<file path="config.mk">
export PLATFORM = sky130hd
export DESIGN_NAME = fbfl_ctrl
export DESIGN_NICKNAME = d
export VERILOG_FILES = /design/src/rtl/fbfl_pkg.sv /design/src/rtl/fbfl_ctrl.sv
export SDC_FILE = /design/constraint.sdc
export NUM_CORES = 1
export LEC_CHECK = 0
export BUFFER_PORTS_ARGS = -buffer_cell sky130_fd_sc_hd__buf_2
export CAP_MARGIN = 20
export CELL_PAD_IN_SITES_DETAIL_PLACEMENT = 1
export CELL_PAD_IN_SITES_GLOBAL_PLACEMENT = 1
export CORE_MARGIN = 8
export CORE_UTILIZATION = 25
export CTS_CLUSTER_SIZE = 12
export DETAILED_ROUTE_END_ITERATION = 10
export GPL_TIMING_DRIVEN = 0
export PLACE_DENSITY = 0.56
export SLEW_MARGIN = 20
export SYNTH_ARGS = -nofsm -noshare
export SYNTH_HDL_FRONTEND = slang
export SYNTH_SLANG_ARGS = --single-unit
</file>
<file path="constraint.sdc">
create_clock -name clk -period 7.6 [get_ports clk]
set_input_delay 1.52 -clock clk [delete_from_list [all_inputs] [get_ports clk]]
set_output_delay 1.52 -clock clk [all_outputs]
set_load 0.01 [all_outputs]
</file>
<file path="src/rtl/fbfl_pkg.sv">
package fbfl_pkg;

  localparam int POOL_DEPTH = 1024;
  localparam int SLOT_W     = $clog2(POOL_DEPTH);
  localparam int CNTR_W     = SLOT_W + 1;
  localparam int OFF_W      = 22;
  localparam int EXP_W      = 4;
  localparam int SCNT_W     = 11;
  localparam int CFG_IDX_W  = 2;
  localparam int CFG_DATA_W = 11;

  localparam logic [EXP_W-1:0] EXP_MIN = EXP_W'(2);
  localparam logic [EXP_W-1:0] EXP_MAX = EXP_W'(12);

  typedef logic [SLOT_W-1:0] slot_t;
  typedef logic [CNTR_W-1:0] cnt_t;

  typedef enum logic [1:0] {
    REQ_ALLOC   = 2'd0,
    REQ_FREE    = 2'd1,
    REQ_REBUILD = 2'd2
  } req_e_t;

  typedef enum logic [CFG_IDX_W-1:0] {
    CFG_SIZE_EXP   = CFG_IDX_W'(0),
    CFG_SLOT_COUNT = CFG_IDX_W'(1)
  } cfg_idx_e_t;

  typedef enum logic [1:0] {
    ST_IDLE,
    ST_ALLOC,
    ST_REBUILD,
    ST_RESP
  } state_t;

  typedef struct packed {
    logic [1:0]       req_type;
    logic [OFF_W-1:0] offset;
  } in_t;

  typedef struct packed {
    logic             status;
    logic [OFF_W-1:0] offset_res;
  } out_t;

  // next-slot entry; vld clear is the end marker
  typedef struct packed {
    logic  vld;
    slot_t idx;
  } ent_t;

  typedef struct packed {
    logic [EXP_W-1:0]  size_exponent;
    logic [SCNT_W-1:0] slot_count;
  } cfg_t;

  typedef struct packed {
    logic  we;
    slot_t waddr;
    ent_t  wdata;
    slot_t raddr;
  } mem_req_t;

  typedef struct packed {
    logic load;
    out_t data;
  } resp_t;

  function automatic logic [EXP_W-1:0] eff_exp(input logic [EXP_W-1:0] e);
    logic [EXP_W-1:0] r;
    r = e;
    if (e < EXP_MIN) r = EXP_MIN;
    if (e > EXP_MAX) r = EXP_MAX;
    return r;
  endfunction

endpackage

</file>
<file path="src/rtl/fbfl_ctrl.sv">
module fbfl_ctrl (
  input  logic               clk,
  input  logic               rst_n,
  input  logic               in_valid,
  input  fbfl_pkg::in_t      in_data,
  output logic               busy,
  input  fbfl_pkg::cfg_t     cfg,
  output fbfl_pkg::mem_req_t mem_req,
  input  fbfl_pkg::ent_t     mem_rdata,
  input  logic               out_free,
  output fbfl_pkg::resp_t    resp
);

  fbfl_pkg::state_t        state_r, state_nxt;
  fbfl_pkg::slot_t         head_r, head_nxt;
  logic                    head_vld_r, head_vld_nxt;
  fbfl_pkg::slot_t         idx_r, idx_nxt;
  fbfl_pkg::cnt_t          cnt_r, cnt_nxt;
  fbfl_pkg::out_t          res_r, res_nxt;

  logic [fbfl_pkg::EXP_W-1:0] exp_eff;
  logic [fbfl_pkg::OFF_W-1:0] free_shr;
  logic                       free_in_pool;
  fbfl_pkg::cnt_t             n_clamp;
  fbfl_pkg::cnt_t             idx_inc;
  logic                       idx_last;
  fbfl_pkg::out_t             alloc_res;

  assign exp_eff      = fbfl_pkg::eff_exp(cfg.size_exponent);
  assign free_shr     = in_data.offset >> exp_eff;
  assign free_in_pool = ((free_shr >> fbfl_pkg::SLOT_W) == '0);
  assign n_clamp      = (32'(cfg.slot_count) > fbfl_pkg::POOL_DEPTH)
                        ? fbfl_pkg::cnt_t'(fbfl_pkg::POOL_DEPTH)
                        : fbfl_pkg::cnt_t'(cfg.slot_count);

  // single rebuild counter: one increment and one compare per cycle
  assign idx_inc  = {1'b0, idx_r} + fbfl_pkg::cnt_t'(1);
  assign idx_last = (idx_inc == cnt_r);

  assign alloc_res.status     = 1'b0;
  assign alloc_res.offset_res = fbfl_pkg::OFF_W'(head_r) << exp_eff;

  assign busy = (state_r != fbfl_pkg::ST_IDLE);

  always_ff @(posedge clk) begin
    if (!rst_n) begin
      state_r    <= fbfl_pkg::ST_IDLE;
      head_vld_r <= 1'b0;
      head_r     <= '0;
    end else begin
      state_r    <= state_nxt;
      head_vld_r <= head_vld_nxt;
      head_r     <= head_nxt;
    end
  end

  always_ff @(posedge clk) begin
    idx_r <= idx_nxt;
    cnt_r <= cnt_nxt;
    res_r <= res_nxt;
  end

  always_comb begin
    state_nxt     = state_r;
    head_nxt      = head_r;
    head_vld_nxt  = head_vld_r;
    idx_nxt       = idx_r;
    cnt_nxt       = cnt_r;
    res_nxt       = res_r;
    mem_req.we    = 1'b0;
    mem_req.waddr = free_shr[fbfl_pkg::SLOT_W-1:0];
    mem_req.wdata = '0;
    mem_req.raddr = head_r;
    resp.load     = 1'b0;
    resp.data     = res_r;

    case (state_r)
      fbfl_pkg::ST_IDLE: begin
        if (in_valid) begin
          res_nxt   = '0;
          state_nxt = fbfl_pkg::ST_RESP;
          case (in_data.req_type)
            fbfl_pkg::REQ_ALLOC: begin
              if (head_vld_r) begin
                state_nxt = fbfl_pkg::ST_ALLOC;
              end else begin
                res_nxt.status = 1'b1;
              end
            end
            fbfl_pkg::REQ_FREE: begin
              if (free_in_pool) begin
                mem_req.we        = 1'b1;
                mem_req.wdata.vld = head_vld_r;
                mem_req.wdata.idx = head_vld_r ? head_r : '0;
                head_nxt          = free_shr[fbfl_pkg::SLOT_W-1:0];
                head_vld_nxt      = 1'b1;
              end
            end
            fbfl_pkg::REQ_REBUILD: begin
              if (n_clamp == '0) begin
                head_vld_nxt = 1'b0;
                head_nxt     = '0;
              end else begin
                cnt_nxt   = n_clamp;
                idx_nxt   = '0;
                state_nxt = fbfl_pkg::ST_REBUILD;
              end
            end
            default: begin
            end
          endcase
        end
      end
      fbfl_pkg::ST_ALLOC: begin
        // head entry read issued at accept, data registered now
        head_vld_nxt = mem_rdata.vld;
        head_nxt     = mem_rdata.vld ? mem_rdata.idx : '0;
        res_nxt      = alloc_res;
        if (out_free) begin
          resp.load = 1'b1;
          resp.data = alloc_res;
          state_nxt = fbfl_pkg::ST_IDLE;
        end else begin
          state_nxt = fbfl_pkg::ST_RESP;
        end
      end
      fbfl_pkg::ST_REBUILD: begin
        mem_req.we    = 1'b1;
        mem_req.waddr = idx_r;
        if (idx_last) begin
          mem_req.wdata = '0;
          head_nxt      = '0;
          head_vld_nxt  = 1'b1;
          state_nxt     = fbfl_pkg::ST_RESP;
        end else begin
          mem_req.wdata.vld = 1'b1;
          mem_req.wdata.idx = idx_inc[fbfl_pkg::SLOT_W-1:0];
          idx_nxt           = idx_inc[fbfl_pkg::SLOT_W-1:0];
        end
      end
      fbfl_pkg::ST_RESP: begin
        if (out_free) begin
          resp.load = 1'b1;
          state_nxt = fbfl_pkg::ST_IDLE;
        end
      end
      default: begin
        state_nxt = fbfl_pkg::ST_IDLE;
      end
    endcase
  end

endmodule

</file>
# ---- Word-level counts from Yosys, hierarchy flattened
# Index checks and enable logic that the tools add are counted.
# Widths: inputs -> output; s select.
dict set report classes {
  add_sub_neg 1
  magnitude_cmp 3
  eq_ne 15
  shifts 2
  n_mux 48
  bitwise 1
  reduce_logical 13
}
# cell n
set ops {}
lappend ops {{$mux 10} 11}
lappend ops {{$mux 11} 5}
lappend ops {{$mux 23} 2}
lappend ops {{$pmux 23 s2} 1}
lappend ops {{$pmux 10 s2} 2}
lappend ops {{$pmux 10 s3} 1}
lappend ops {{$mux 24} 1}
lappend ops {{$logic_not 22->1} 1}
lappend ops {{$pmux 11 s2} 1}
lappend ops {{$shl 10x4->22} 1}
lappend ops {{$shr 22x4->22} 1}
lappend ops {{$add 10x1->11 const B} 1}
lappend ops {{$eq 11x11->1} 1}
lappend ops {{$gt 11x11->1 const B} 1}
lappend ops {{$logic_not 11->1} 1}
lappend ops {{$mux 1} 11}
lappend ops {{$mux 2} 5}
lappend ops {{$ne 2x2->1 const B} 5}
lappend ops {{$mux 4} 2}
lappend ops {{$pmux 2 s4} 1}
lappend ops {{$eq 2x2->1 const B} 3}
lappend ops {{$ne 3x3->1 const B} 2}
lappend ops {{$pmux 1 s2} 3}
lappend ops {{$reduce_and 6->1} 1}
lappend ops {{other kinds (15)} 19}
dict set report word_totals {
  reg_bits 57
  input_bits 54
}

# ---- Logic depth before layout (Yosys ltp)
dict set report depth {
  depth_word 9
  depth_mapped 11
}

# ---- Least setup slack after synthesis
# Ideal clock, no wire load.
dict set report synth_timing {
  kind {in2out}
  start {input cfg[14] (netlist name)}
  end {output mem_req[27] (netlist name)}
  arrival_time_ps 3528
  required_ps 6080
  path_slack_ps 2552
  stages 9
  n_path_buf 2
  path_cell_list {or2_1 -> buf_2 -> o211ai_1 -> buf_2 -> mux2_2 -> mux4_2 -> nor2_1 -> a21oi_1 -> mux2_2}
}
# element line
set synth_rtl {}
lappend synth_rtl {{start, declared} fbfl_ctrl.sv:7} ;# input fbfl_pkg::cfg_t cfg,
lappend synth_rtl {{end, declared} fbfl_ctrl.sv:8} ;# output fbfl_pkg::mem_req_t mem_req,

==> out/results.env <==
STATUS='completed'
HOLD_SLACK_PS=510.0
ROUTEDWLPERCELL_UM=21.13
TIMING.FINAL.MAX_SLEW_VIOLATIONS=0
STD_CELL_ROWS=53
WORST-ENDPOINT-REQUIRED_PS=6080
INSERTION_DELAY_TO_THE_LATER_SINK_OF_THE_WORST_SKEW_PAIR_PS=330
SYNTHESIS.YOSYS.WARNINGS=0
GLOBALROUTEOVERFLOWTOTAL=0
DR.FIRST_ITER.DRC_COUNT=274
VIAS_IN_THE_FIRST_GLOBAL_ROUTE=5747
CRITPATHARRIVALTIME_PS=4460
MULTI_INPUT_COMB_AREA_UM2=3367
P_CLK_SHARE_PCT=19.7
NUMCTSBUFFERS=9
DRT-PASS1-ITER-COUNT=4
GRT_START_MAX_NET_PINS=24
UNREPAIRED_SETUP_ENDPOINTS_AFTER_GLOBAL_ROUTING='false'
SYNTHARSTFLOPSHARE_PCT=0
VDD_DROP_MAX_V=0.0001317
POWER.SHARE.SWITCHING_PCT=43.85
SWITCHINGPOWER_uW=801.5
WORST_HOLD_PATH_TYPE='reg -> reg'
FINAL-SETUP-VIOL-COUNT=0
AVGSYNTHCELLAREA_UM2=8.604
WORSTMARGINPINSLEW_PS=966.3
FP.COREAREA_UM2=20760
MAX-CLOCK-PATH-BUFFERS=2
FP.DIEH_UM=160.4
FINAL_PERIOD_MINUS_WORST_SETUP_SLACK_PS=5978
FILLCELLCOUNT=2483
COMB_POWER_SHARE_PCT=50.8
NUM_IO_PINS=111
FP.DIEAREA_UM2=25730
PLACED_CELLS=990
POSTCTSSETUPREPAIRBUFS=0
INSERTEDDIODECOUNT=0
SYNTH_CELLS=606
ACHIEVABLE-FREQUENCY_MHz=167.3
TRITONCTS='built'
SYNTH_SEQ_AREA_SHARE_PCT=30.33
FINAL_LAYOUT_SIZE_SUFFIX_GT1_SHARE_PCT=24.35
POWER_FRAC_SEQ_PCT=29.5
SYN-CELL-AREA_UM2=5214
GR-USAGE-ALL-LAYERS_PCT=16.26
INTERNAL_POWER_mW=1.026
GRT_ANTENNA_BEFORE_REPAIR=1
POST_LAYOUT_NONFILLER_INSTANCES=1006
PORTBUFFERS=107
DRC_ERRORS=0
ROUTE.VIAS.TOTAL=5250
CRIT_FANOUT=10
ANTENNA_LEFT=0
RELSLEWSLACK_PCT=35.34
SYNTH-EDFF-COUNT=44
DRV_CAP=0
DIE_W_UM=160.4
REGISTER_AREA_UM2=1582
FINAL-HOLD-VIOLATION-COUNT=0
LAYOUT-AREA-OVERHEAD-VS-SYNTH_PCT=22.46
START_KIND='primary input'
YOSYS_REGISTER_BITS=57
GP_CONGESTION=0.8745
NUMBER_OF_HOLD_BUFFERS_ADDED_AFTER_CTS=0
MOSTFREQUENTLAYOUTCELL='sky130_fd_sc_hd__buf_2'
ROUTE.DETAILED.VIAS_PER_INST=5.219
SYNTH_TOP_FLOP_CELL='sky130_fd_sc_hd__edfxtp_1'
INITIAL_CORE_UTIL_PCT=25.12
WORST-SETUP-PATH-TYPE='in -> out'
FIRST_PASS_GRT_WIRE_LENGTH_UM=33390
CLOCK_TREE.ROOT_CELL='sky130_fd_sc_hd__clkbuf_16'
MAXIMUM_LEVEL_OF_THE_CTS_H_TREE=3
TRITONCTS_NUM_SINKS=57
TIMING.CRITICAL_PATH.TO_TYPE='output pin'
DRT-TOTAL-WL_UM=21260
CLK_PIN_SLEW_PS=50
FIN_CRIT_SH_PCT=78.66
TNS_PS=0
SYNTH_CELL_TYPES=71
STATIC_LEAKAGE_nW=2.536
MOST-COMMON-LAYOUT-CELLS='120 x sky130_fd_sc_hd__buf_2, 69 x sky130_fd_sc_hd__nand2_1, 51 x sky130_fd_sc_hd__mux2i_1, 48 x sky130_fd_sc_hd__nor2_1, 44 x sky130_fd_sc_hd__edfxtp_1'
CTS_REPAIR_RESIZE_COUNT=0
WORST_CLOCK_SKEW_PS=8.387
POWER_DENSITY_nW_PER_UM2=286.3
DP_HPWL_UM=17080
POST_LAYOUT_NET_COUNT=785
REPORT.POWER.TOTAL_mW=1.828
[registers in the layout, indices dropped and copies added (netlist names)]
signal	flops
res_r	23
cnt_r	11
head_r	10
idx_r	10
state_r	2
head_vld_r	1
[per-stage QoR]
step           worst slack (ps)  cell area (um2)  utilization [%]
2_1_floorplan              2552             5218                -
3_3_place_gp               1656             6097            29.37
3_5_place_dp               1646             6122            29.50
4_1_cts                    1651             6385            30.76
5_1_grt                    1340             6385            30.76
6_report                   1622             6385            30.76
[kinds of logic after synthesis]
family | Yosys count | synth area share, %
AND/OR/NAND/NOR | 234 | 22.77
AO/OA/AOI/OAI | 154 | 20.45
multiplexers | 74 | 15.69
buffers and inverters | 62 | 5.495
flip-flops | 57 | 30.33
XOR/XNOR | 19 | 3.984
adder cells (fa/ha/maj) | 5 | 1.200
other | 1 | 0.07193
[worst max-delay path: stages]
cell and delay (ps):
sky130_fd_sc_hd__buf_2 120, sky130_fd_sc_hd__clkbuf_1 420, sky130_fd_sc_hd__nor4_1 120, sky130_fd_sc_hd__a311oi_1 400, sky130_fd_sc_hd__nand3_1 180, sky130_fd_sc_hd__a221oi_1 590
sky130_fd_sc_hd__nor3_1 140, sky130_fd_sc_hd__a31oi_1 350, sky130_fd_sc_hd__nor3b_2 110, sky130_fd_sc_hd__buf_6 160, sky130_fd_sc_hd__o2bb2ai_1 150, sky130_fd_sc_hd__buf_2 170
[power by group through the flow]
| stage | logic, mW | clock network, mW | registers, mW |
|---|---|---|---|
| CTS | 0.938 | 0.372 | 0.539 |
| global placement | 0.904 | 0 | 0.545 |
| floorplan | 0.587 | 0 | 0.517 |
| detailed placement | 0.932 | 0 | 0.545 |
| global route | 1.01 | 0.382 | 0.553 |
| finish | 0.929 | 0.360 | 0.539 |
[worst paths after layout]
kind              startpoint           to  slack, ps  cells after the start
setup / recovery     cfg[14]  mem_req[12]       1620                     12
hold / removal    state_r[0]   state_r[0]        510                      2
setup reg to reg    idx_r[0]   state_r[1]       4530                      9
hold reg to reg   state_r[0]   state_r[0]        510                      2
[routing by layer]
| metal | track usage [%] | wire [um] | part of all wire (%) | up-vias |
|---|---|---|---|---|
| li1 | - | - | - | 2473 |
| met1 | 20.59 | 9700 | 46 | 2649 |
| met4 | 3.696 | 211 | 0.99 | 2 |
| met5 | 0 | 8 | 0.038 | - |
| met3 | 2.790 | 889 | 4.2 | 14 |
| met2 | 28.25 | 10450 | 49 | 112 |
[area by class of cell]
type | instances | share of cell area (%)
Inverter | 14 | 0.8230
Clock buffer | 9 | 3.527
Clock inverter | 7 | 0.5879
Sequential cell | 57 | 24.77
Tap cell | 275 | 5.389
Timing Repair Buffer | 108 | 8.505
Multi-Input combinational cell | 488 | 52.73
Buffer | 48 | 3.665
[cell usage after synthesis, types with 3 or more instances]
cell type / instances / area (um2)
sky130_fd_sc_hd__mux2i_1: 51 / 510.5
sky130_fd_sc_hd__nand4_1: 3 / 18.77
sky130_fd_sc_hd__nand2_1: 69 / 259.0
sky130_fd_sc_hd__o22a_1: 5 / 43.79
sky130_fd_sc_hd__buf_2: 13 / 65.06
sky130_fd_sc_hd__o32a_1: 3 / 30.03
sky130_fd_sc_hd__buf_6: 3 / 33.78
sky130_fd_sc_hd__a21boi_0: 3 / 22.52
sky130_fd_sc_hd__a22o_1: 4 / 35.03
sky130_fd_sc_hd__a21oi_1: 26 / 130.1
sky130_fd_sc_hd__dfxtp_1: 13 / 260.3
sky130_fd_sc_hd__xnor2_1: 11 / 96.34
sky130_fd_sc_hd__mux4_2: 4 / 90.09
sky130_fd_sc_hd__ha_1: 5 / 62.56
sky130_fd_sc_hd__buf_4: 4 / 30.03
sky130_fd_sc_hd__a31oi_1: 4 / 25.02
sky130_fd_sc_hd__nor3_1: 13 / 65.06
sky130_fd_sc_hd__o211ai_1: 4 / 30.03
sky130_fd_sc_hd__and2_1: 11 / 68.82
sky130_fd_sc_hd__a221oi_1: 4 / 35.03
sky130_fd_sc_hd__mux2_2: 18 / 202.7
sky130_fd_sc_hd__nor2b_1: 31 / 193.9
sky130_fd_sc_hd__o22ai_1: 5 / 31.28
sky130_fd_sc_hd__a211oi_1: 9 / 67.56
sky130_fd_sc_hd__clkbuf_1: 25 / 93.84
sky130_fd_sc_hd__nor3b_1: 11 / 82.58
sky130_fd_sc_hd__nor4_1: 9 / 56.30
sky130_fd_sc_hd__buf_1: 3 / 11.26
sky130_fd_sc_hd__nand3_1: 15 / 75.07
sky130_fd_sc_hd__o221ai_1: 5 / 43.79
sky130_fd_sc_hd__inv_1: 13 / 48.80
sky130_fd_sc_hd__o21ai_0: 43 / 215.2
sky130_fd_sc_hd__nor2_1: 48 / 180.2
sky130_fd_sc_hd__or2_2: 3 / 18.77
sky130_fd_sc_hd__xnor3_1: 3 / 67.56
sky130_fd_sc_hd__edfxtp_1: 44 / 1321
sky130_fd_sc_hd__o2bb2ai_1: 10 / 87.58
sky130_fd_sc_hd__xor2_1: 5 / 43.79
sky130_fd_sc_hd__nand2b_1: 9 / 56.30
Note: power is estimated with default switching activity, not from simulation.
